`src/pva_pkg.sv`:
```
package pva_pkg;

   // Port field widths.
   localparam int RADIUS_W = 16;
   localparam int ANGLE_W  = 16;
   localparam int RSUM_W   = 17;

   // Fixed-point layout of the datapath.
   localparam int GUARD_BITS     = 8;
   localparam int INT_ANGLE_BITS = 30;
   localparam int GAIN_W         = 30;
   localparam int ATAN_W         = 32;
   localparam int ATAN_ENTRIES   = 24;

   // Rotation coordinates, summed and vectoring coordinates, vectoring angle.
   localparam int RW   = 26;
   localparam int VW   = 28;
   localparam int ZV_W = 35;

   // Angle constants in Q.30 radians and the inverse CORDIC gain in Q0.30.
   localparam logic [ATAN_W-1:0] PI_Q30      = 32'd3373259426;
   localparam logic [ATAN_W-1:0] HALF_PI_Q30 = 32'd1686629713;
   localparam logic [GAIN_W-1:0] GAIN_Q30    = 30'd652032874;

   // Arctangent of 2^-i in Q.30, truncated.
   localparam logic [ATAN_W-1:0] ATAN_TABLE [ATAN_ENTRIES] = '{
      32'h3243F6A8, 32'h1DAC6705, 32'h0FADBAFC, 32'h07F56EA6, 32'h03FEAB76, 32'h01FFD55B,
      32'h00FFFAAA, 32'h007FFF55, 32'h003FFFEA, 32'h001FFFFD, 32'h000FFFFF, 32'h0007FFFF,
      32'h0003FFFF, 32'h0001FFFF, 32'h0000FFFF, 32'h00007FFF, 32'h00003FFF, 32'h00001FFF,
      32'h00000FFF, 32'h000007FF, 32'h000003FF, 32'h000001FF, 32'h000000FF, 32'h0000007F
   };

endpackage

```
`src/pva_front.sv`:
```
module pva_front #(
   parameter int ANGLE_FRAC_BITS = 13,
   parameter int ZW              = 35
) (
   input  logic                                 clock,
   input  logic                                 advance,
   input  logic        [pva_pkg::RADIUS_W-1:0]  radius,
   input  logic signed [pva_pkg::ANGLE_W-1:0]   angle,
   output logic signed [pva_pkg::RW-1:0]        x_dn,
   output logic signed [ZW-1:0]                 z_dn,
   output logic                                 flip_dn
);

   localparam int SHIFT  = pva_pkg::INT_ANGLE_BITS - ANGLE_FRAC_BITS;
   localparam int PROD_W = pva_pkg::RADIUS_W + pva_pkg::GUARD_BITS + pva_pkg::GAIN_W;
   localparam logic [PROD_W-1:0] ROUND_HALF =
      PROD_W'(1) << (pva_pkg::INT_ANGLE_BITS - 1);
   localparam logic signed [ZW-1:0] PI_Z =
      $signed({{(ZW-pva_pkg::ATAN_W){1'b0}}, pva_pkg::PI_Q30});
   localparam logic signed [ZW-1:0] HALF_PI_Z =
      $signed({{(ZW-pva_pkg::ATAN_W){1'b0}}, pva_pkg::HALF_PI_Q30});

   logic        [PROD_W-1:0]      prod_ff, prod_in;
   logic signed [ZW-1:0]          z1_ff, z1_in;
   logic                          flip1_ff, flip1_in;
   logic signed [ZW-1:0]          z_raw;
   logic        [PROD_W-1:0]      prod_round;
   logic signed [pva_pkg::RW-1:0] x_ff, x_in;
   logic signed [ZW-1:0]          z2_ff;
   logic                          flip2_ff;

   // Stage one: remove the CORDIC gain from the radius and fold the angle
   // into plus or minus pi/2, remembering the half turn.
   always_comb begin
      prod_in = PROD_W'({radius, {pva_pkg::GUARD_BITS{1'b0}}}) *
                PROD_W'(pva_pkg::GAIN_Q30);
      z_raw   = $signed({{(ZW-pva_pkg::ANGLE_W){angle[pva_pkg::ANGLE_W-1]}}, angle}) <<< SHIFT;
      if (z_raw > HALF_PI_Z) begin
         z1_in    = z_raw - PI_Z;
         flip1_in = 1'b1;
      end else if (z_raw < -HALF_PI_Z) begin
         z1_in    = z_raw + PI_Z;
         flip1_in = 1'b1;
      end else begin
         z1_in    = z_raw;
         flip1_in = 1'b0;
      end
   end

   // Stage two: round the scaled radius into the starting x coordinate.
   always_comb begin
      prod_round = (prod_ff + ROUND_HALF) >> pva_pkg::INT_ANGLE_BITS;
      x_in       = $signed(prod_round[pva_pkg::RW-1:0]);
   end

   always_ff @(posedge clock) begin
      if (advance) begin
         prod_ff  <= prod_in;
         z1_ff    <= z1_in;
         flip1_ff <= flip1_in;
         x_ff     <= x_in;
         z2_ff    <= z1_ff;
         flip2_ff <= flip1_ff;
      end
   end

   assign x_dn    = x_ff;
   assign z_dn    = z2_ff;
   assign flip_dn = flip2_ff;

endmodule

```
`config.mk`:
```
export PLATFORM = sky130hd
export DESIGN_NAME = pva_front
export DESIGN_NICKNAME = d
export VERILOG_FILES = /design/src/pva_pkg.sv /design/src/pva_front.sv
export SDC_FILE = /design/constraint.sdc
export NUM_CORES = 1
export LEC_CHECK = 0
export BUFFER_PORTS_ARGS = -buffer_cell sky130_fd_sc_hd__buf_2
export CAP_MARGIN = 5
export CORE_MARGIN = 8
export CORE_UTILIZATION = 35
export DETAILED_ROUTE_END_ITERATION = 10
export GPL_TIMING_DRIVEN = 0
export MAX_ROUTING_LAYER = met4
export PLACE_DENSITY = 0.54
export SYNTH_ARGS = -nofsm -noshare
export SYNTH_HDL_FRONTEND = slang
export SYNTH_SLANG_ARGS = --single-unit
```
`constraint.sdc`:
```
create_clock -name clock -period 18.4 [get_ports clock]
set_input_delay 2.76 -clock clock [delete_from_list [all_inputs] [get_ports clock]]
set_output_delay 2.76 -clock clock [all_outputs]
set_load 0.05 [all_outputs]
```
Word level (Yosys, flattened, before mapping)
Cells that the tools add are included.
{"block": "op_classes", "addsub": 3, "mul": 1, "n_lt_le_gt_ge": 2, "mux": 3}
{"cell": "35-bit 2-to-1 mux", "n": 2}
{"cell": "54-bit by 30-bit adder with 54-bit output, second input constant", "n": 1}
{"cell": "16-bit by 29-bit multiplier with 45-bit output, second input constant", "n": 1}
{"cell": "33-bit by 33-bit adder with 34-bit output, second input constant", "n": 1}
{"cell": "33-bit by 33-bit subtractor with 34-bit output, second input constant", "n": 1}
{"cell": "33-bit by 32-bit greater-than comparator with 1-bit output, second input constant", "n": 1}
{"cell": "33-bit by 32-bit < comparator with 1-bit output, second input constant", "n": 1}
{"cell": "1-bit 2-to-1 mux", "n": 1}
{"block": "totals", "regBits": 141, "inputBits": 34, "output_inout_bits": 62, "word_cells": 15}

Logic depth before layout (Yosys ltp)
{"block": "depth", "word_depth": 3, "ltp_mapped": 21, "mapped_depth_nobuf": 21}

Worst setup path before layout
OpenSTA, ideal clock, no wires.
{"block": "synth_path", "kind": "input -> register", "from": "input radius[13] (netlist bit)", "to": "register prod_ff[46], data pin", "setup_time_ns": 0.262, "t_arrival_ns": 7.658, "path_slack_ns": 10.481, "stages": 19, "n_path_buf": 0, "cell_sequence": "ha_1 > inv_1 > fa_1 > fa_1 > inv_1 > fa_1 > fa_1 > inv_1 > fa_1 > inv_1 > ha_1 > a21oi_2 > o21ai_1 > nor3_2 > a31oi_1 > a21bo_2 > a21oi_1 > o21ai_1 > xor2_1"}
{"block": "synth_between", "elab_chain_cells": 1}
{"element": "from (decl)", "line": "pva_front.sv:7", "rtl": "input logic [pva_pkg::RADIUS_W-1:0] radius,"}
{"element": "16-bit by 29-bit multiplier with 45-bit output", "line": "pva_front.sv:35", "rtl": "prod_in = PROD_W'({radius, {pva_pkg::GUARD_BITS{1'b0}}}) *"}
{"element": "net prod_in[46]", "line": "pva_front.sv:23", "rtl": "logic [PROD_W-1:0] prod_ff, prod_in;"}
{"element": "to (signal assigned)", "line": "pva_front.sv:58", "rtl": "prod_ff <= prod_in;"}
{"element": "to (decl)", "line": "pva_front.sv:23"}
The timed path passes the listed nets, and every way through them passes these cells.
A chain may end at the register's enable or synchronous reset.

Final worst setup path
{"block": "layout_path", "from": "input radius[10] (netlist bit)", "to": "register prod_ff[46], data pin"}
The elaborated chain is that of the path after synthesis.

==> metrics.csv <==
metric,value,unit
detailroute.via_count,7410,
drt-total-wl,26.2,mm
timing.critical_path.max_delay_family,adder cells,
cts_made_buffers,9,
drtAntennaViolNets,0,
grt_first_pass_wirelength,42.2,mm
cts.repair_timing.setup_buffer_count,0,
path_clk_slew,0.06,ns
antenna_found_initial,0,
worst_path_max_delay_cell,sky130_fd_sc_hd__fa_1,
yosysSeqAreaShare,22.9,%
fp.dieArea,39400,µm²
synth_xor_xnor_area_share,5.18,%
synthTopCellsByCount,"sky130_fd_sc_hd__inv_1 (280), sky130_fd_sc_hd__fa_1 (173), sky130_fd_sc_hd__ha_1 (163), sky130_fd_sc_hd__edfxtp_1 (89), sky130_fd_sc_hd__nand2_1 (48)",
maxCapViolCount,0,
post-synth-top-count-cell,sky130_fd_sc_hd__inv_1,
netlist_area,11700,µm²
tns,0,ns
slew-limit-headroom,55.2,%
cts_tree,built,
critical_path_cell_by_cell,buf_2 -> ha_1 -> inv_1 -> fa_1 -> fa_1 -> inv_1 -> fa_1 -> fa_1 -> inv_1 -> fa_1 -> inv_1 -> ha_1 -> o21a_1 -> o2111ai_1 -> a31oi_1 -> a21bo_2 -> a21oi_1 -> o21ai_1 -> xor2_1,
final-setup-viol-count,0,
worstPathBufferInverterCount,5,
synthCells,1086,
drt_iter0_drc,309,
worstPathMaxFanout,6,
status,completed,
synthTopCellsByArea,"sky130_fd_sc_hd__fa_1 (30%), sky130_fd_sc_hd__edfxtp_1 (23%), sky130_fd_sc_hd__ha_1 (17%)",
min-delay-path-class,reg -> reg,
grt_pass1_vias,7958,
critical_path_required,18.49,ns
period_share,46.4,%
synthToLayoutAreaGrowth,11.2,%
effective_utilization_at_floorplan,35.1,%
muxShareOfSynthArea,0.172,%
async_reset_ff_share,0,%
clock_tree.htree_level_count,3,
ctsHoldBuffers,0,
firstDrtPassIters,4,
portBuffers,85,
worst_skew_pair.late_latency,0.34,ns
maximum_number_of_pins_on_one_net_before_global_route_repair,71,
rsz0062_at_grt,no,
finalClockSkew,0.00970,ns
synth_top_family_by_area,adder cells,
synth_fa_ha_area_share,47.2,%
maxClockFrequency,117,MHz
ys_warn_count,0,
design.portCount,96,
globalRoute.totalOverflow,0,
cp_slowest_stage_delay,0.62,ns
worst_path_most_repeated_cell,sky130_fd_sc_hd__fa_1,
drt_drc_violations_left,0,
final-hold-violation-count,0,
root_buffer,sky130_fd_sc_hd__clkbuf_16,
detailedPlacementHpwl,22.9,mm
finalCriticalPeriod,8.54,ns
cts_sinks,89,
track_usage,14.1,%
critPathLaunchType,primary input,
drv_slew,0,
synth_enable_flop_cells,89,
postSynth.topFlopCell,sky130_fd_sc_hd__edfxtp_1,
worst-slew-pin-transition,0.671,ns
gp_congestion,0.947,
synth.avg_cell_area,10.7,µm²
ys_ff_latch,89,
post_cts.resized_instances,0,
synth_largest_area_cell,sky130_fd_sc_hd__fa_1,
route.detailed.wl_per_inst,16.0,µm
die_width,199,µm
final_layout_size_suffix_gt1_share,12.5,%
synth_simple_gate_area_share,6.15,%
timing.critical_path.arrival,8.63,ns
critical_path.endpoint_type,flop,
fp.coreArea,33200,µm²
via_to_cell_ratio,4.52,
fp-row-count,67,
criticalPathCategory,in -> reg,
synth_compound_gate_area_share,7.61,%
final_net_count,1555,
maximum_buffer_depth_of_the_clock_tree,2,
ys_types,59,
chip_height,199,µm
yosys.area.top_type_share,29.7,%
==> worst paths after layout <==
check / start / endpoint / slack (ns) / cells after the start
worst max-delay path: radius[10] / prod_ff[46] / 9.86 / 19
worst min-delay path: z1_ff[25] / z_dn[25] / 0.42 / 0
worst max register to register: prod_ff[31] / x_dn[20] / 16.18 / 8
worst min register to register: z1_ff[25] / z_dn[25] / 0.42 / 0
==> final cells by class <==
class	count	area (µm²)
Timing Repair Buffer	86	455
Clock inverter	6	48.8
Antenna cell	1	2.50
Buffer	32	203
Inverter	281	1050
Clock buffer	10	229
Fill cell	3311	20200
Tap cell	448	561
Sequential cell	89	2670
Multi-Input combinational cell	686	7740
==> placed cells by master (no fill, tap or decap), types with 9 or more instances in the layout <==
master	count
sky130_fd_sc_hd__nand3_1	10
sky130_fd_sc_hd__inv_1	280
sky130_fd_sc_hd__nand2_1	48
sky130_fd_sc_hd__buf_4	19
sky130_fd_sc_hd__and3_1	9
sky130_fd_sc_hd__a21oi_1	43
sky130_fd_sc_hd__clkbuf_16	9
sky130_fd_sc_hd__nor2_1	34
sky130_fd_sc_hd__ha_1	163
sky130_fd_sc_hd__edfxtp_1	89
sky130_fd_sc_hd__xor2_1	23
sky130_fd_sc_hd__xnor2_1	46
sky130_fd_sc_hd__a31oi_1	10
sky130_fd_sc_hd__buf_2	89
sky130_fd_sc_hd__a21o_1	13
sky130_fd_sc_hd__fa_1	173
sky130_fd_sc_hd__o21ai_0	11
==> flip-flops by register name, summed over array words and instances (netlist names) <==
register / count
prod_ff: 25
x_dn: 24
z1_ff: 20
z_dn: 20
==> cells by family after synthesis <==
| family | Yosys count |
|---|---|
| other | 1 |
| and+or+nand+nor | 145 |
| buffers and inverters | 313 |
| xor gates and xnor gates | 69 |
| AOI/OAI and AO/OA | 131 |
| DFF | 89 |
| adders and majority gates | 336 |
| muxes | 2 |
==> layer usage <==
layer	track usage, %	part of all wire (%)
met1	18.2	46
met2	22.8	46
met3	2.40	5.2
met4	3.82	2.1
met5	-	0
==> metrics by stage <==
stage / hold WS, ns / util [%] / instances / area (µm²) / worst slack (ns)
2_1_floorplan: 0.400 / - / 1088 / 11700 / 10.48
3_3_place_gp: 0.402 / 38.1 / 1621 / 12700 / 9.47
3_5_place_dp: 0.405 / 38.2 / 1622 / 12700 / 9.49
4_1_cts: 0.421 / 39.1 / 1638 / 13000 / 9.81
5_1_grt: 0.425 / 39.1 / 1638 / 13000 / 9.54
6_report: 0.419 / 39.1 / 1639 / 13000 / 9.86
==> worst reg2reg max path: stages, from the launching register on <==
cell and delay (ns):
sky130_fd_sc_hd__edfxtp_1 0.42, sky130_fd_sc_hd__and4_1 0.26, sky130_fd_sc_hd__nand2_1 0.07, sky130_fd_sc_hd__nor2_1 0.23, sky130_fd_sc_hd__and4_1 0.31, sky130_fd_sc_hd__and2b_2 0.20, sky130_fd_sc_hd__nand4_1 0.12, sky130_fd_sc_hd__or2_1 0.24
sky130_fd_sc_hd__xnor2_1 0.12
Power is not shown: default switching activity piles up to over one toggle a cycle in this logic, so the estimate is an artifact.
