## config.mk

```make
export PLATFORM = sky130hd
export DESIGN_NAME = pva_cordic_stage
export DESIGN_NICKNAME = d
export VERILOG_FILES = /design/src/pva_pkg.sv /design/src/pva_cordic_stage.sv
export SDC_FILE = /design/constraint.sdc
export NUM_CORES = 1
export LEC_CHECK = 0
export BUFFER_PORTS_ARGS = -buffer_cell sky130_fd_sc_hd__buf_4
export CAP_MARGIN = 20
export CORE_ASPECT_RATIO = 1.75
export CORE_MARGIN = 3
export CORE_UTILIZATION = 57
export DETAILED_ROUTE_END_ITERATION = 12
export PLACE_DENSITY = 0.81
export SYNTH_ARGS = -nofsm -noshare
export SYNTH_HDL_FRONTEND = slang
export SYNTH_SLANG_ARGS = --single-unit
```

## constraint.sdc

```tcl
create_clock -name clock -period 4.35 [get_ports clock]
set_input_delay 0.2175 -clock clock [delete_from_list [all_inputs] [get_ports clock]]
set_output_delay 0.2175 -clock clock [all_outputs]
set_load 0.005 [all_outputs]
```

## src/pva_pkg.sv

```systemverilog
package pva_pkg;

   // Port field widths.
   localparam int RADIUS_W = 16;
   localparam int ANGLE_W  = 16;
   localparam int RSUM_W   = 17;

   // Fixed-point layout of the datapath.
   localparam int GUARD_BITS     = 8;
   localparam int INT_ANGLE_BITS = 30;
   localparam int GAIN_W         = 30;
   localparam int ATAN_W         = 32;
   localparam int ATAN_ENTRIES   = 24;

   // Rotation coordinates, summed and vectoring coordinates, vectoring angle.
   localparam int RW   = 26;
   localparam int VW   = 28;
   localparam int ZV_W = 35;

   // Angle constants in Q.30 radians and the inverse CORDIC gain in Q0.30.
   localparam logic [ATAN_W-1:0] PI_Q30      = 32'd3373259426;
   localparam logic [ATAN_W-1:0] HALF_PI_Q30 = 32'd1686629713;
   localparam logic [GAIN_W-1:0] GAIN_Q30    = 30'd652032874;

   // Arctangent of 2^-i in Q.30, truncated.
   localparam logic [ATAN_W-1:0] ATAN_TABLE [ATAN_ENTRIES] = '{
      32'h3243F6A8, 32'h1DAC6705, 32'h0FADBAFC, 32'h07F56EA6, 32'h03FEAB76, 32'h01FFD55B,
      32'h00FFFAAA, 32'h007FFF55, 32'h003FFFEA, 32'h001FFFFD, 32'h000FFFFF, 32'h0007FFFF,
      32'h0003FFFF, 32'h0001FFFF, 32'h0000FFFF, 32'h00007FFF, 32'h00003FFF, 32'h00001FFF,
      32'h00000FFF, 32'h000007FF, 32'h000003FF, 32'h000001FF, 32'h000000FF, 32'h0000007F
   };

endpackage

```

## src/pva_cordic_stage.sv

```systemverilog
module pva_cordic_stage #(
   parameter int STEP   = 0,
   parameter int CW     = 26,
   parameter int ZW     = 35,
   parameter bit VECTOR = 1'b0
) (
   input  logic                 clock,
   input  logic                 advance,
   input  logic signed [CW-1:0] x_up,
   input  logic signed [CW-1:0] y_up,
   input  logic signed [ZW-1:0] z_up,
   input  logic                 tag_up,
   output logic signed [CW-1:0] x_dn,
   output logic signed [CW-1:0] y_dn,
   output logic signed [ZW-1:0] z_dn,
   output logic                 tag_dn
);

   localparam logic signed [ZW-1:0] ATAN_Z =
      $signed({{(ZW-pva_pkg::ATAN_W){1'b0}}, pva_pkg::ATAN_TABLE[STEP]});

   logic signed [CW-1:0] x_ff, x_in;
   logic signed [CW-1:0] y_ff, y_in;
   logic signed [ZW-1:0] z_ff, z_in;
   logic                 tag_ff;
   logic signed [CW-1:0] dx, dy;
   logic                 up_dir;

   // One micro-rotation. Rotation mode steers by the residual angle,
   // vectoring mode drives y toward zero.
   always_comb begin
      dx = y_up >>> STEP;
      dy = x_up >>> STEP;
      if (VECTOR) begin
         up_dir = !y_up[CW-1];
      end else begin
         up_dir = !z_up[ZW-1];
      end
      if (up_dir == !VECTOR) begin
         x_in = x_up - dx;
         y_in = y_up + dy;
      end else begin
         x_in = x_up + dx;
         y_in = y_up - dy;
      end
      if (up_dir) begin
         z_in = VECTOR ? z_up + ATAN_Z : z_up - ATAN_Z;
      end else begin
         z_in = VECTOR ? z_up - ATAN_Z : z_up + ATAN_Z;
      end
   end

   always_ff @(posedge clock) begin
      if (advance) begin
         x_ff   <= x_in;
         y_ff   <= y_in;
         z_ff   <= z_in;
         tag_ff <= tag_up;
      end
   end

   assign x_dn   = x_ff;
   assign y_dn   = y_ff;
   assign z_dn   = z_ff;
   assign tag_dn = tag_ff;

endmodule

```

# Word-level counts from Yosys, hierarchy flattened
# Index checks and enable logic that the tools add are counted.
# W data, S select, Z words.
# totals
register_bits,88
latchBits,0
ramBits,0
rom_bits,0
input_bits,90
out_inout_bits,88
word_cells,12
mem_count,0
# classes
n_addsub,5
multipliers,0
div_mod_pow,0
n_lt_le_gt_ge,0
eq_ne,0
n_shift,0
n_mux,3
bitwise,0
reduce_logical,0
# ops
cell,n
$mux W26,2
$sub A26 B26 Y26,2
$add A35 B31 Y35 const B,1
$mux W35,1
$sub A35 B31 Y35 const B,1
$add A26 B26 Y26,1

# Depth between registers and ports, before layout
# Gate-level depths: netlist (run 1).
# depth
depth_word,2
depth_mapped,12
ltp_nobuf,12

# Worst setup path before layout (run 1)
# Ideal clock, no wire load.
# synth_timing
path_kind,input -> register
startpoint,in z_up[34]
endpoint,reg z_ff[30] (netlist: z_dn[30]) (data pin)
setup_ps,260
arrival_time_ps,2997
t_required_ps,4090
path_slack_ps,1093
stages,12
path_buffers,1
path_cell_list,clkinv_1 clkbuf_1 ha_1 a211oi_1 o21ai_0 and4b_1 o31ai_1 o21ai_1 a21o_1 a21o_1 a21boi_1 xnor2_1
# synth_via
elab_chain_cells,1
# synth_rtl
item,line,text
start: declaration,pva_cordic_stage.sv:11,"input logic signed [ZW-1:0] z_up,"
$mux W35,pva_cordic_stage.sv:46,if (up_dir) begin
via z_in[30],pva_cordic_stage.sv:24,"logic signed [ZW-1:0] z_ff, z_in;"
end signal: assignment,pva_cordic_stage.sv:57,z_ff <= z_in;
end: declaration,pva_cordic_stage.sv:24,
# The timed path passes the listed nets, and every way through them passes these cells.
# A chain may end at the register's enable or synchronous reset.

# Final worst setup path (run 1)
# layout_timing
startpoint,in z_up[34]
endpoint,reg z_ff[31] (netlist: z_dn[31]) (data pin)
# The elaborated chain is that of the path after synthesis.

==> results.sh, run 1 <==
export IMPL_status="finished, final reports clean"
export IMPL_cts_tree="done"
export IMPL_synth_area_sq_um=8530
export IMPL_use_met1=0.303
export IMPL_fin_crit_sh=0.728
export IMPL_cts_setup_buffers=0
export IMPL_cts_buffers=9
export IMPL_synthTopCellsByArea="edfxtp_1 (31%), ha_1 (17%), xnor2_1 (5.5%)"
export IMPL_cp_slowest_cell="a211oi_1"
export IMPL_start_util=0.588
export IMPL_cp_max_fo=35
export IMPL_use_met2=0.579
export IMPL_ir_drop_v=0.000203
export IMPL_cts_root_buf="clkbuf_16"
export IMPL_port_buffer_count=177
export IMPL_diodes=0
export IMPL_critical_path_class="input port to register"
export IMPL_critPathLaunchType="input port"
export IMPL_drtPass1Iterations=5
export IMPL_cts_buffer_depth=2
export IMPL_first_iter_violations=428
export IMPL_die_h_microns=168
export IMPL_fin_nets=1333
export IMPL_layout_drive_gt1_share=0.190
export IMPL_synth_area_per_cell_sq_um=8.80
export IMPL_post_dp_hpwl_mm=20.3
export IMPL_drv_slew=0
export IMPL_path_cells="buf_4 > clkinv_1 > buf_4 > ha_1 > a21o_1 > a21o_1 > a21oi_1 > nor2_1 > a211oi_1 > a21oi_1 > a41oi_1 > xnor2_1"
export IMPL_wl_per_cell_microns=19.4
export IMPL_rows=58
export IMPL_synthToLayoutAreaGrowth_pct=20.6
export IMPL_p_leak_uw=0.00474
export IMPL_crit_start="z_up[34]"
export IMPL_yosys_area_top_type="edfxtp_1"
export IMPL_slew_headroom=0.479
export IMPL_cts_resized=0
export IMPL_io_pins=178
export IMPL_finalSetupTns_ns=0
export IMPL_die_w_microns=98.5
export IMPL_holdBufCountCts=0
export IMPL_rsz0062_at_grt="no"
export IMPL_synth_common_cells="ha_1 (113), a21oi_1 (93), inv_1 (89)"
export IMPL_fin_cells=1311
export IMPL_worst_path_stages=12
export IMPL_finalHoldViolCount=0
export IMPL_yosysMostFrequentCell="ha_1"
export IMPL_first_global_vias=8056
export IMPL_synth_fp_nets=1176
export IMPL_gp_congestion=1.00
export IMPL_synth_warnings=0
export IMPL_antenna_left=0
export IMPL_grt_usage=0.299
export IMPL_cpPeakStageDelay_ns=0.51
export IMPL_crit_path_end_kind="register"
export IMPL_viasPerCell=6.03
export IMPL_globalRouteOverflowTotal=0
export IMPL_hold_class="input port to register"
export IMPL_routed_wl_mm=25.4
export IMPL_path_buf_inv=3
export IMPL_synth_top_area_share=0.306
export IMPL_power_density_nw_per_um2=315
export IMPL_vias=7904
export IMPL_grt_start_max_net_pins=61
export IMPL_met3_usage=0.0365
export IMPL_period_minus_slack_ns=3.17
export IMPL_crit_arrival_ns=3.26
export IMPL_grt_busiest_layer="met2"
export IMPL_cp_top_family="compound AO/OA/AOI/OAI gates"
export IMPL_synth_seq_cells=87
export IMPL_cts_sinks=87
export IMPL_synth_flop_cell="edfxtp_1"
export IMPL_worst_slew_pin_slew_ns=0.781
export IMPL_utilization=0.709
export IMPL_fillers=1225
export IMPL_placed_cells=1295
export IMPL_fmaxAchievable_ghz=0.316
export IMPL_dieArea_sq_um=16500
export IMPL_synthCells=969
export IMPL_worstSetupEndpoint="z_dn[31]"
export IMPL_ys_seq_area_frac=0.306
export IMPL_yosysUniqueCellTypes=73
export IMPL_worstHoldPathCells=1
export IMPL_synthArstFlopShare=0
export IMPL_coreArea_sq_um=14500
export IMPL_grt_antenna_before_repair=0
export IMPL_synth_edf_count=87
export IMPL_required_ns=4.44
export IMPL_whs_ns=0.0500
export IMPL_htreeDepth=3
export IMPL_maxCapViolCount=0
export IMPL_cts_clk_slew_worst_paths_ns=0.06
export IMPL_grt_pass1_wl_mm=39.6
export IMPL_drc=0
export IMPL_setup_viol=0
==> cells by family (layout without fill, tap and decap cells) <==
kind of cell / count (synthesis) / count (layout) / synth area share
buffers and inverters: 127 / 289 / 0.0575
AO/OA/AOI/OAI: 297 / 297 / 0.225
multiplexers: 13 / 13 / 0.0154
adder cells (fa/ha/maj): 117 / 117 / 0.175
AND/OR/NAND/NOR: 252 / 252 / 0.143
flip-flops: 87 / 87 / 0.306
XOR/XNOR: 76 / 76 / 0.0780
==> worst min path at each step <==
stage / startpoint / end / slack [ns]
finish: z_up[0] / z_dn[0] / 0.05
global route: z_up[0] / z_dn[0] / 0.04
CTS: z_up[1] / z_dn[1] / 0.04
detailed placement: z_up[0] / z_dn[0] / 0.40
global placement: z_up[2] / z_dn[2] / 0.40
floorplan: tag_up / tag_dn / 0.32
==> layer usage <==
layer,routed length [microns],up-vias,part of all wire
met5,0,-,0
met4,1350,0,0.053
met3,1160,87,0.046
met2,14000,312,0.55
met1,8900,3705,0.35
li1,-,3800,-
==> layout by cell type (no fill, tap or decap), types with 9 or more instances in the layout <==
cell type	netlist	routed
a21o_1	37	37
nand3_1	20	20
o21ai_0	63	63
o21a_1	10	10
edfxtp_1	87	87
xor2_1	22	22
nand4_1	12	12
mux2i_1	12	12
nand2b_1	14	14
a211oi_1	13	13
nor2b_1	12	12
nor3_1	20	20
and3_1	10	10
nor2_1	78	78
xnor2_1	54	54
clkbuf_16	0	9
nand2_1	57	57
a21oi_1	93	93
buf_4	1	181
ha_1	113	113
inv_1	89	89
==> registers in the layout (all words and copies together), names as in the netlist <==
signal / count
y_dn: 26
z_dn: 35
x_dn: 25
tag_dn: 1
==> cell type report <==
class	count	area, sq um	share of cell area
inverter	92	345	0.0336
multi-input combinational	755	5430	0.527
clock buffer	9	225	0.0219
tap	180	225	0.0219
sequential	87	2610	0.254
timing repair buffer	181	1360	0.132
clock inverter	7	95.1	0.00924
==> power by group <==
group | switching, uW | leakage [uW] | internal [uW] | total [uW]
clock network | 361 | 0.000157 | 505 | 866
logic | 671 | 0.00373 | 553 | 1220
registers | 43.2 | 0.000851 | 1110 | 1150
==> through the flow <==
| step | setup WS, ns | cell area, sq um | power, uW |
|---|---|---|---|
| after global routing | 0.974 | 10300 | 3410 |
| after global placement | 0.923 | 9970 | 2360 |
| after detailed placement | 0.863 | 9970 | 2380 |
| final | 1.18 | 10300 | 3240 |
| after CTS | 1.21 | 10300 | 3250 |
| after floorplan | 1.09 | 8530 | 1860 |
(Power assumes the default switching activity.)
==> run 2: changes to the inputs <==
- clock period: 4.35 -> 3.3 ns (I/O delays scaled with it)
==> run 2 against run 1 <==
  * Worst setup slack worse by 0.69 ns
  * Largest power group unchanged
  * Worst hold slack better by 0.086 ns
  * Clock power up 25%
  * Cell area up 2.4%
  * Non-clock buffer count up 34
  * Die area unchanged
  * First-iteration DRC count up 20%
  * Via count up 2.8%
  * Sequential power up 32%
==> results.sh, run 2 (same netlist as run 1, synthesis figures left out) <==
export IMPL_status="finished, final reports clean"
export IMPL_vias=8129
export IMPL_globalRouteOverflowTotal=0
export IMPL_largest_register_ffs=35
export IMPL_cts_sinks=87
export IMPL_first_iter_violations=514
export IMPL_use_met1=0.319
export IMPL_fin_cells=1345
export IMPL_diodes=0
export IMPL_ir_drop_v=0.000285
export IMPL_crit_arrival_ns=2.90
export IMPL_grt_antenna_before_repair=0
export IMPL_drtPass1Iterations=6
export IMPL_grt_pass1_wl_mm=40.7
export IMPL_met3_usage=0.0361
export IMPL_critical_path_class="input port to register"
export IMPL_rsz0062_at_grt="no"
export IMPL_drv_slew=0
export IMPL_hold_class="input port to register"
export IMPL_post_dp_hpwl_mm=21.0
export IMPL_first_global_vias=8174
export IMPL_grt_busiest_layer="met2"
export IMPL_holdBufCountCts=4
export IMPL_placed_cells=1325
export IMPL_crit_path_end_kind="register"
export IMPL_layout_drive_gt1_share=0.210
export IMPL_layout_common_cells="buf_4 (211), ha_1 (113), a21oi_1 (93), inv_1 (89), edfxtp_1 (87)"
export IMPL_p_leak_uw=0.00490
export IMPL_gp_congestion=1.03
export IMPL_io_pins=178
export IMPL_pre_cts_ws_ns=0.150
export IMPL_fmaxAchievable_ghz=0.356
export IMPL_die_h_microns=168
export IMPL_drc=0
export IMPL_setup_ws_ns=0.495
export IMPL_critPathLaunchType="input port"
export IMPL_antenna_left=0
export IMPL_coreArea_sq_um=14500
export IMPL_grt_usage=0.308
export IMPL_cts_clk_slew_worst_paths_ns=0.07
export IMPL_required_ns=3.40
export IMPL_htreeDepth=3
export IMPL_setup_viol=0
export IMPL_finalHoldViolCount=0
export IMPL_layout_commonest_cell="buf_4"
export IMPL_port_buffer_count=177
export IMPL_routed_wl_mm=26.2
export IMPL_utilization=0.726
export IMPL_viasPerCell=6.04
export IMPL_finalSetupTns_ns=0
export IMPL_worst_slew_pin_slew_ns=0.805
export IMPL_cts_setup_buffers=0
export IMPL_cts_resized=0
export IMPL_synthToLayoutAreaGrowth_pct=23.6
export IMPL_cts_buffers=9
export IMPL_cts_root_buf="clkbuf_16"
export IMPL_die_w_microns=98.5
export IMPL_dieArea_sq_um=16500
export IMPL_fin_crit_sh=0.850
export IMPL_cts_buffer_depth=2
export IMPL_rows=58
export IMPL_period_minus_slack_ns=2.81
export IMPL_use_met2=0.587
export IMPL_power_density_nw_per_um2=406
export IMPL_fin_nets=1367
export IMPL_slew_headroom=0.463
export IMPL_maxCapViolCount=0
export IMPL_grt_start_max_net_pins=61
export IMPL_start_util=0.588
export IMPL_cp_max_fo=17
export IMPL_wl_per_cell_microns=19.5
export IMPL_whs_ns=0.136
export IMPL_cts_tree="done"
[run 2: report_power, final]
part	internal (uW)	leakage [uW]	total (uW)	switching, uW
Combinational	770	0.00389	1680	907
Clock	599	0.000150	1080	485
Sequential	1460	0.000851	1520	57.5
[run 2: final timing paths]
kind | start | to | slack, ns | cells past startpoint
worst min-delay path | z_up[3] | z_dn[3] | 0.14 | 2
worst max-delay path | z_up[34] | z_dn[30] | 0.49 | 13
[run 2: layout make-up]
cell class                 count  area (sq um)
sequential                    87          2610
tap                          180           225
fill                        1170          3980
clock inverter                 7          80.1
clock buffer                   9           225
timing repair buffer         215          1620
multi-input combinational    755          5430
inverter                      92           345
[run 2: metal layers]
layer,wire length (microns),share of wire
met5,0,0
met4,1580,0.060
met3,1250,0.048
met2,14300,0.55
met1,9020,0.34
[run 2: critical path, cell delays in order]
cell and delay, ns:
buf_4 0.22, clkinv_1 0.22, ha_1 0.35, a211oi_1 0.27
o21ai_0 0.18, and4b_1 0.25, o31ai_1 0.26, buf_4 0.16
o21ai_1 0.09, a21o_1 0.22, a21o_1 0.23, a21boi_1 0.19
xnor2_1 0.09
[run 2: metrics by stage]
stage                     instance area [sq um]  power, uW
after global placement                    10200       3160
after floorplan                            8530       2460
after detailed placement                  10200       3190
after global routing                      10500       4500
final                                     10500       4280
after CTS                                 10500       4280
