File: config.mk
export PLATFORM = sky130hd
export DESIGN_NAME = pva_finish
export DESIGN_NICKNAME = d
export VERILOG_FILES = /design/src/pva_pkg.sv /design/src/pva_finish.sv
export SDC_FILE = /design/constraint.sdc
export NUM_CORES = 1
export LEC_CHECK = 0
export CORE_MARGIN = 5
export CORE_UTILIZATION = 68
export DETAILED_ROUTE_END_ITERATION = 8
export DONT_BUFFER_PORTS = 1
export PLACE_DENSITY = 0.84
export REMOVE_ABC_BUFFERS = 1
export SYNTH_ARGS = -nofsm -noshare
export SYNTH_HDL_FRONTEND = slang
export SYNTH_SLANG_ARGS = --single-unit
File: constraint.sdc
create_clock -name clock -period 9.7 [get_ports clock]
set_input_delay 1.94 -clock clock [delete_from_list [all_inputs] [get_ports clock]]
set_output_delay 1.94 -clock clock [all_outputs]
set_load 0.02 [all_outputs]
File: src/pva_pkg.sv
package pva_pkg;

   // Port field widths.
   localparam int RADIUS_W = 16;
   localparam int ANGLE_W  = 16;
   localparam int RSUM_W   = 17;

   // Fixed-point layout of the datapath.
   localparam int GUARD_BITS     = 8;
   localparam int INT_ANGLE_BITS = 30;
   localparam int GAIN_W         = 30;
   localparam int ATAN_W         = 32;
   localparam int ATAN_ENTRIES   = 24;

   // Rotation coordinates, summed and vectoring coordinates, vectoring angle.
   localparam int RW   = 26;
   localparam int VW   = 28;
   localparam int ZV_W = 35;

   // Angle constants in Q.30 radians and the inverse CORDIC gain in Q0.30.
   localparam logic [ATAN_W-1:0] PI_Q30      = 32'd3373259426;
   localparam logic [ATAN_W-1:0] HALF_PI_Q30 = 32'd1686629713;
   localparam logic [GAIN_W-1:0] GAIN_Q30    = 30'd652032874;

   // Arctangent of 2^-i in Q.30, truncated.
   localparam logic [ATAN_W-1:0] ATAN_TABLE [ATAN_ENTRIES] = '{
      32'h3243F6A8, 32'h1DAC6705, 32'h0FADBAFC, 32'h07F56EA6, 32'h03FEAB76, 32'h01FFD55B,
      32'h00FFFAAA, 32'h007FFF55, 32'h003FFFEA, 32'h001FFFFD, 32'h000FFFFF, 32'h0007FFFF,
      32'h0003FFFF, 32'h0001FFFF, 32'h0000FFFF, 32'h00007FFF, 32'h00003FFF, 32'h00001FFF,
      32'h00000FFF, 32'h000007FF, 32'h000003FF, 32'h000001FF, 32'h000000FF, 32'h0000007F
   };

endpackage

File: src/pva_finish.sv
module pva_finish #(
   parameter int ANGLE_FRAC_BITS = 13
) (
   input  logic                              clock,
   input  logic                              advance,
   input  logic signed [pva_pkg::VW-1:0]     x_up,
   input  logic signed [pva_pkg::ZV_W-1:0]   z_up,
   input  logic                              zero_up,
   output logic        [pva_pkg::RSUM_W-1:0] radius_sum,
   output logic signed [pva_pkg::ANGLE_W-1:0] angle_sum
);

   localparam int VW        = pva_pkg::VW;
   localparam int ZW        = pva_pkg::ZV_W;
   localparam int PW        = VW + pva_pkg::GAIN_W + 1;
   localparam int SHIFT     = pva_pkg::INT_ANGLE_BITS - ANGLE_FRAC_BITS;
   localparam int MAG_SHIFT = pva_pkg::INT_ANGLE_BITS + pva_pkg::GUARD_BITS;
   localparam logic signed [ZW-1:0] Z_HALF = ZW'(1) <<< (SHIFT - 1);
   localparam logic signed [PW-1:0] M_HALF = PW'(1) <<< (MAG_SHIFT - 1);
   localparam logic signed [PW-1:0] RADIUS_MAX = PW'((1 << pva_pkg::RSUM_W) - 1);
   localparam logic signed [ZW-1:0] PI_OUT =
      $signed(ZW'(({2'b00, pva_pkg::PI_Q30} + (34'd1 << (SHIFT - 1))) >> SHIFT));

   logic signed [PW-1:0]                 prod_ff, prod_in;
   logic signed [ZW-1:0]                 ang_ff, ang_in;
   logic                                 zero_ff;
   logic signed [PW-1:0]                 mag;
   logic signed [ZW-1:0]                 ang_c;
   logic        [pva_pkg::RSUM_W-1:0]    radius_ff, radius_in;
   logic signed [pva_pkg::ANGLE_W-1:0]   angle_ff, angle_in;

   // Stage one: gain correction of the magnitude and rounding of the angle.
   always_comb begin
      prod_in = $signed({{(PW-VW){x_up[VW-1]}}, x_up}) *
                $signed({{(PW-pva_pkg::GAIN_W){1'b0}}, pva_pkg::GAIN_Q30});
      ang_in  = (z_up + Z_HALF) >>> SHIFT;
   end

   // Stage two: round and clamp the magnitude, clamp the angle to (-pi, pi], and zero both for a zero sum.
   always_comb begin
      mag = (prod_ff + M_HALF) >>> MAG_SHIFT;
      if (mag[PW-1]) begin
         mag = '0;
      end else if (mag > RADIUS_MAX) begin
         mag = RADIUS_MAX;
      end
      ang_c = ang_ff;
      if (ang_c > PI_OUT) begin
         ang_c = PI_OUT;
      end
      if (ang_c <= -PI_OUT) begin
         ang_c = PI_OUT;
      end
      if (zero_ff) begin
         radius_in = '0;
         angle_in  = '0;
      end else begin
         radius_in = mag[pva_pkg::RSUM_W-1:0];
         angle_in  = ang_c[pva_pkg::ANGLE_W-1:0];
      end
   end

   always_ff @(posedge clock) begin
      if (advance) begin
         prod_ff   <= prod_in;
         ang_ff    <= ang_in;
         zero_ff   <= zero_up;
         radius_ff <= radius_in;
         angle_ff  <= angle_in;
      end
   end

   assign radius_sum = radius_ff;
   assign angle_sum  = angle_ff;

endmodule

# --- After elaboration in Yosys (flattened, before gate mapping) ---
# Index checks and enable logic that the tools add are counted.
totals:
  in_bits: 66
  register_bits: 110
  wordCells: 17
  out_inout_bits: 33
classes:
  order_cmp: 3
  reduce_logical: 2
  n_addsub: 2
  n_mux: 3
  multipliers: 1
ops:
  columns: ["cell", "n"]
  rows:
  - ["$add 59x39->59 const B", 1]
  - ["$mul 28x30->58 const B", 1]
  - ["$add 35x18->35 const B", 1]
  - ["$le 35x16->1 const B", 1]
  - ["$mux 35", 1]
  - ["$gt 21x18->1 const B", 1]
  - ["$gt 18x16->1 const B", 1]
  - ["$mux 17", 1]
  - ["$mux 15", 1]
  - ["$reduce_or 2->1", 2]

# --- Depth between registers and ports, before layout ---
# Gate-level depths: netlist of run 1.
depth:
  depth_word: 4
  depth_mapped: 25
  ltp_nobuf: 25

# --- Worst setup path before layout of run 1 ---
# OpenSTA, ideal clock, no wires.
synth_path:
  path_type: "input to register"
  startpoint: "input port x_up[19] (netlist bit)"
  endpoint: "register prod_ff[51], data pin"
  path_stages: 21
  path_slack_ns: 1.421
  path_buffers: 0
  arrival_time_ns: 8.015
  setup_time_ns: 0.263
  cell_sequence: "ha_1 > fa_1 > inv_1 > fa_1 > inv_1 > fa_1 > fa_1 > inv_1 > fa_1 > fa_1 > inv_1 > fa_1 > ha_1 > and3_1 > nand4_2 > a2111o_1 > a2111oi_2 > a211oi_2 > o21bai_2 > a31oi_1 > xnor2_1"
synth_via:
  elab_chain_len: 1
synth_rtl:
  columns: ["element", "line", "source"]
  rows:
  - ["start, declared", "pva_finish.sv:6", "input logic signed [pva_pkg::VW-1:0] x_up,"]
  - ["$mul 28x30->58", "pva_finish.sv:34", "prod_in = $signed({{(PW-VW){x_up[VW-1]}}, x_up}) *"]
  - ["via prod_in[51]", "pva_finish.sv:24", "logic signed [PW-1:0] prod_ff, prod_in;"]
  - ["end signal, assigned", "pva_finish.sv:65", "prod_ff <= prod_in;"]
  - ["end, declared", "pva_finish.sv:24", null]
# The timed path passes the listed nets, and every way through them passes these cells.
# A chain may end at the register's enable or synchronous reset.

# --- Final worst setup path of run 1 ---
layout_path:
  startpoint: "input port x_up[19] (netlist bit)"
  endpoint: "register prod_ff[49], data pin"
# The elaborated chain is that of the path after synthesis.

==> key figures, run 1 <==
Run status
  • Status: completed

Yosys
  • Largest family of logic cells by synthesized area: adder cells
  • Synth Instances: 1729
  • YS warnings: 0
  • Number of synthesized flops with an enable pin: 74
  • Mapped Area: 0.01808 mm2
  • Sequential-to-total area share from yosys stat: 12.29%
  • Share of the synthesized area in the top cell type: 38.98%
  • Yosys cell types: 66
  • Simple-gate share of the synthesized area: 5.461%
  • Synth Flop Type: edfxtp_1
  • Area leader, netlist: fa_1
  • Mapped Avg Cell Area: 10.46 um2
  • Ys async rst share: 0%
  • Adder-cell share of the synthesized area: 61.47%
  • Multiplexer share of the synthesized area: 0.1177%
  • Compound-Gate Fraction of Synth Area: 6.616%
  • Synth top area cells: fa_1 (39%), ha_1 (22%), edfxtp_1 (12%)
  • Post-synthesis register bit count: 74
  • Xor/xnor share of the synthesized area: 2.616%

STA
  • Setup TNS: 0 ps
  • Final Setup Violations: 0
  • Post-Route Skew: 5.840 ps
  • RSZ-0062 raised after global routing: false
  • Tcrit/Tclk final: 88.86%
  • Pins Over Slew Limit: 0
  • Min Clock Period, post-route: 8620 ps
  • Worst Tran Pin Value: 1158 ps
  • Fmax: 0.1160 GHz
  • Final Worst Setup Slack: 1080 ps
  • Final hold viol count: 0
  • Slew HR: 22.45%

Setup path
  • FF-to-FF End: radius_sum[9]
  • Worst r2r path cells: 6
  • Reg2Reg Setup Slack: 6860 ps
  • Crit Path Category: input pin to flop
  • CP endpoint: prod_ff[49]
  • Critical Path End Type: flop
  • CP arrival: 8690 ps
  • Worst r2r src: prod_ff[39]
  • Type of origin of the critical path: input pin
  • Setup crit start: x_up[19]
  • Critical path peak fanout: 7
  • Worst Path Required: 9770 ps

Clocking
  • Post-CTS resize count: 0
  • Setup bufs post-CTS: 0
  • Root buffer cell: clkbuf_16
  • CTS Buffer Depth: 2
  • H-tree lvl count: 3
  • CTS Buf Count: 9
  • Clock Sinks: 74
  • Worst-skew pair later-pin latency: 330 ps
  • Cts-stage hold buffer count: 0
  • Reg clk slew, reported paths: 60 ps
  • CTS tree: built

Finish
  • Final core occ: 71.78%
  • Multi-input gate area: 0.01379 mm2
  • Filler Cell Count: 1882
  • Register area: 0.002222 mm2
  • Area grow syn2layout: 3.751%
  • Layout cells sized above 1: 1.673%
  • Most common cell after layout, fill and taps aside: inv_1
  • ANT cells: 0
  • Most frequent cells in the layout: inv_1 (537), fa_1 (352), ha_1 (325)
  • NumNets Final: 2471

Detailed routing
  • Detailed Route WL: 42730 um
  • DRC: 0
  • First-pass iteration count of the detailed router: 5
  • Routed len/inst: 20.66 um
  • Routed vias/inst: 5.745
  • Routed Antenna Nets: 0
  • Drt first-iter violations: 798
  • Via Count: 11880

Global routing
  • Initial antenna violation count: 0
  • Total Routing Usage GR: 29.90%
  • Largest net degree at the start of global routing: 75
  • First-pass GRT wire length: 69880 um
  • Vias in the first global route: 13140
  • Gr ovfl total: 0

Place
  • Post-DP HPWL: 38310 um
  • Placer congestion estimate: 0.9905
  • Pre-CTS WS: 842.2 ps
  • I/O Buffers: 0

Die
  • Chip height: 173.1 um
  • Io pins: 99
  • Starting Density: 69.18%
  • Die X: 173.1 um
  • Die area: 0.02995 mm2
  • Core box area: 0.02613 mm2
  • Row count: 59

Hold path
  • Hold Path Stages: 1
  • Hold crit path type: flop to flop

Run
  • MaxCap Viol Count: 0
cell type report:
type / count / area share [%]
Multi-Input combinational cell: 1106 / 73.52
Sequential cell: 74 / 11.85
Inverter: 537 / 10.75
Tap cell: 335 / 2.235
Clock buffer: 9 / 1.201
Clock inverter: 7 / 0.4469
state kept, by name (all words and copies together), names as in the netlist:
register / count
ang_ff: 18
angle_sum: 16
radius_sum: 17
zero_ff: 1
prod_ff: 22
worst min-delay path by stage:
stage	end	start	slack (ps)
floorplan	angle_sum[2]	ang_ff[2]	530
global placement	angle_sum[2]	ang_ff[2]	540
detailed placement	angle_sum[0]	ang_ff[0]	560
CTS	angle_sum[8]	ang_ff[8]	580
global route	angle_sum[2]	ang_ff[2]	600
finish	angle_sum[1]	ang_ff[1]	580
routing by layer:
layer	routed length (um)	track usage [%]	part of all wire, %	up-vias
li1	-	-	-	5413
met1	16620	38.69	39	5975
met2	21550	50.88	50	400
met3	2726	5.873	6.4	93
met4	1831	10.31	4.3	0
met5	0	0	0	-
logic make-up after synthesis:
logic type | after synthesis
adder cells (fa/ha/maj) | 677
XOR/XNOR | 54
AND/OR/NAND/NOR | 196
multiplexers | 2
AO/OA/AOI/OAI | 177
buffers and inverters | 549
flip-flops | 74
critical path: stages:
cell       delay, ps
ha_1             360
fa_1             550
inv_1            130
fa_1             570
inv_1             80
fa_1             520
fa_1             560
inv_1             60
fa_1             520
fa_1             600
inv_1             70
fa_1             460
ha_1             360
and3_1           200
nand4_2          140
a2111o_1         410
a2111oi_2        440
a211oi_2         140
o21bai_2         270
a31oi_1          140
xnor2_1          160
synth_stat cells, types with 2 or more instances:
| library cell | count |
|---|---|
| nand3_1 | 21 |
| xor2_1 | 22 |
| fa_1 | 352 |
| nor2_1 | 50 |
| o211a_1 | 2 |
| buf_2 | 4 |
| nor4b_1 | 2 |
| o21ai_1 | 4 |
| o2111ai_1 | 2 |
| a221oi_1 | 3 |
| a21o_1 | 32 |
| nor3_1 | 8 |
| clkbuf_1 | 8 |
| ha_1 | 325 |
| or4_1 | 2 |
| o211ai_1 | 8 |
| nor4_1 | 2 |
| a211oi_1 | 5 |
| and4_1 | 3 |
| or3_1 | 3 |
| nand4_1 | 18 |
| o31ai_1 | 3 |
| a31oi_1 | 5 |
| a22oi_1 | 2 |
| a21oi_1 | 61 |
| and2_1 | 12 |
| o21ai_0 | 15 |
| nand2_1 | 43 |
| edfxtp_1 | 74 |
| o21bai_1 | 8 |
| a31o_1 | 2 |
| a32oi_1 | 2 |
| nor2b_1 | 6 |
| xnor2_1 | 32 |
| or2_1 | 3 |
| o21a_1 | 4 |
| inv_1 | 537 |
| or2_2 | 3 |
| nand2b_1 | 2 |
| and3_1 | 13 |
through the flow:
step           hold WS, ps  instances  instance area [um2]
4_1_cts              578.7       2068                18760
2_1_floorplan        525.6       1717                18030
5_1_grt              599.0       2068                18760
6_report             580.8       2068                18760
3_5_place_dp         558.1       2052                18450
3_3_place_gp         537.7       2052                18450
Power of run 1 is not shown: default switching activity piles up to over one toggle a cycle in this logic, so the estimate is an artifact.
==> run 2, diff against run 1 <==
--- a/config.mk
+++ b/config.mk
@@ -7,6 +7,7 @@
 export LEC_CHECK = 0
 export CORE_MARGIN = 5
 export CORE_UTILIZATION = 68
+export CTS_CLUSTER_DIAMETER = 200
 export DETAILED_ROUTE_END_ITERATION = 8
 export DONT_BUFFER_PORTS = 1
 export PLACE_DENSITY = 0.84
==> constraint.sdc (replaced) <==
create_clock -name clock -period 9.38 [get_ports clock]
set_input_delay 1.876 -clock clock [delete_from_list [all_inputs] [get_ports clock]]
set_output_delay 1.876 -clock clock [all_outputs]
set_load 0.02 [all_outputs]
==> key figures, run 2 (synthesis gave the netlist of run 1 again) <==
Run status
  • Status: completed (unchanged)

Detailed routing
  • Detailed Route WL: 42920 um (was 42730 um)
  • DRC: 0 (unchanged)
  • First-pass iteration count of the detailed router: 5 (unchanged)
  • Routed len/inst: 20.75 um (was 20.66 um)
  • Via Count: 11860 (was 11880)
  • Routed vias/inst: 5.735 (was 5.745)
  • Routed Antenna Nets: 0 (unchanged)
  • Drt first-iter violations: 806 (was 798)

STA
  • Fmax: 0.1183 GHz
  • Pins Over Slew Limit: 0 (unchanged)
  • Final Setup Violations: 0 (unchanged)
  • Final Worst Setup Slack: 925.3 ps (was 1080 ps)
  • Final hold viol count: 0 (unchanged)
  • Slew HR: 19.94% (was 22.45%)
  • Post-Route Skew: 5.140 ps (was 5.840 ps)
  • Worst Tran Pin Value: 1196 ps (was 1158 ps)
  • RSZ-0062 raised after global routing: false (unchanged)
  • Min Clock Period, post-route: 8455 ps
  • Tcrit/Tclk final: 90.14%
  • Setup TNS: 0 ps (unchanged)

Clocking
  • CTS Buf Count: 9 (unchanged)
  • H-tree lvl count: 3 (unchanged)
  • Post-CTS resize count: 0 (unchanged)
  • Setup bufs post-CTS: 0 (unchanged)
  • Clock Sinks: 74 (unchanged)
  • Worst-skew pair later-pin latency: 330 ps (about the same)
  • CTS tree: built (unchanged)
  • CTS Buffer Depth: 2 (unchanged)
  • Reg clk slew, reported paths: 60 ps (about the same)
  • Root buffer cell: clkbuf_16 (unchanged)
  • Cts-stage hold buffer count: 0 (unchanged)

Setup path
  • Critical-path cell list: ha_1 -> fa_1 -> inv_1 -> fa_1 -> inv_1 -> fa_1 -> fa_1 -> inv_1 -> fa_1 -> fa_1 -> inv_1 -> fa_1 -> ha_1 -> and3_1 -> nand4_2 -> a2111o_1 -> a2111oi_2 -> a211oi_2 -> o21bai_2 -> a31oi_1 -> xnor2_1 (unchanged)
  • CP arrival: 8530 ps (was 8690 ps)
  • Largest stage delay, worst path: 610 ps (was 600 ps)
  • FF-to-FF End: radius_sum[6] (was radius_sum[9])
  • Worst r2r path cells: 6 (unchanged)
  • Type of origin of the critical path: input pin (unchanged)
  • Critical Path End Type: flop (unchanged)
  • Reg2Reg Setup Slack: 6530 ps (was 6860 ps)
  • Most frequent CP cell: fa_1 (unchanged)
  • Crit Path Category: input pin to flop (unchanged)
  • Worst r2r src: prod_ff[37] (was prod_ff[39])
  • Worst Path Required: 9450 ps (was 9770 ps)
  • Critical path peak fanout: 7 (unchanged)
  • Slowest-stage cell, CP: fa_1 (unchanged)

Die
  • Chip height: 173.1 um (unchanged)
  • Die area: 0.02995 mm2 (unchanged)
  • Io pins: 99 (unchanged)
  • Core box area: 0.02613 mm2 (unchanged)
  • Die X: 173.1 um (unchanged)
  • Row count: 59 (unchanged)
  • Starting Density: 69.18% (unchanged)

Hold path
  • Hold endpoint: angle_sum[2] (was angle_sum[1])
  • Hold crit path type: flop to flop (unchanged)
  • Hold_sp: ang_ff[2] (was ang_ff[1])
  • Hold Path Stages: 1 (unchanged)

Global routing
  • Largest net degree at the start of global routing: 75 (unchanged)
  • Total Routing Usage GR: 29.80% (was 29.90%)
  • Gr ovfl total: 0 (unchanged)
  • Vias in the first global route: 13050 (was 13140)
  • Initial antenna violation count: 0 (unchanged)
  • First-pass GRT wire length: 69920 um (was 69880 um)

Place
  • Area post-placement: 0.01845 mm2 (unchanged)
  • Post-DP HPWL: 38750 um (was 38310 um)
  • Placer congestion estimate: 1.040 (was 0.9905)
  • I/O Buffers: 0 (unchanged)
  • Pre-CTS WS: 585.5 ps (was 842.2 ps)
  • DP Cell Count: 2052 (unchanged)

Finish
  • Most common cell after layout, fill and taps aside: inv_1 (unchanged)
  • Layout cells sized above 1: 1.616% (was 1.673%)
  • Design area: 0.01876 mm2 (about the same)
  • Biggest register: prod_ff (unchanged)
  • Most frequent cells in the layout: inv_1 (537), fa_1 (352), ha_1 (325) (unchanged)
  • ANT cells: 0 (unchanged)
  • NumNets Final: 2471 (unchanged)
  • Max reg flops: 22 (unchanged)
  • Area grow syn2layout: 3.758% (was 3.751%)
  • Layout Cells excl Fill: 2068 (unchanged)

Run
  • MaxCap Viol Count: 0 (unchanged)
-- run 2: changes by cell type in the layout (fill, tap and decap cells not counted), sizes merged --
cell,change
clkbuf,+1
clkinvlp,+1
clkinv,-2
-- run 2: worst max-delay path, delay by kind of cell --
family / cells / cell delay (ps)
AO/OA/AOI/OAI: 5 / 1320
adder cells (fa/ha/maj): 9 / 4510
XOR/XNOR: 1 / 140
AND/OR/NAND/NOR: 2 / 370
buffers and inverters: 4 / 320
-- run 2: through the flow --
stage	util [%]	hold slack [ps]
after floorplan	-	525.6
after global placement	70.59	538.3
after detailed placement	70.59	545.8
after CTS	71.78	559.0
after global routing	71.78	600.8
final	71.78	555.5
-- run 2: layer usage --
layer	vias up	GRT usage, %	part of all wire (%)
li1	5421	-	-
met1	5995	39.14	40
met2	361	52.52	51
met3	82	4.891	5.9
met4	0	6.751	3.0
met5	-	0	0
-- run 2: layout make-up --
| type | count | area [um2] |
|---|---|---|
| multi-input cells | 1106 | 13790 |
| fillers | 1932 | 7375 |
| flip-flops and latches | 74 | 2222 |
| inverters | 537 | 2016 |
| well taps | 335 | 419.2 |
| clock buffers | 10 | 229.0 |
| clock inverters | 6 | 81.33 |
-- run 2: how the worst max path moves through the flow --
| stage | start | endpoint | cells after the start | slack (ps) |
|---|---|---|---|---|
| final | x_up[19] | prod_ff[51] | 21 | 930 |
| after global routing | x_up[19] | prod_ff[51] | 21 | 630 |
| after CTS | x_up[19] | prod_ff[49] | 21 | 920 |
| after detailed placement | x_up[19] | prod_ff[49] | 21 | 590 |
| after global placement | x_up[19] | prod_ff[51] | 21 | 690 |
| after floorplan | x_up[19] | prod_ff[51] | 21 | 1160 |
Power of run 2 is left out for the same reason.
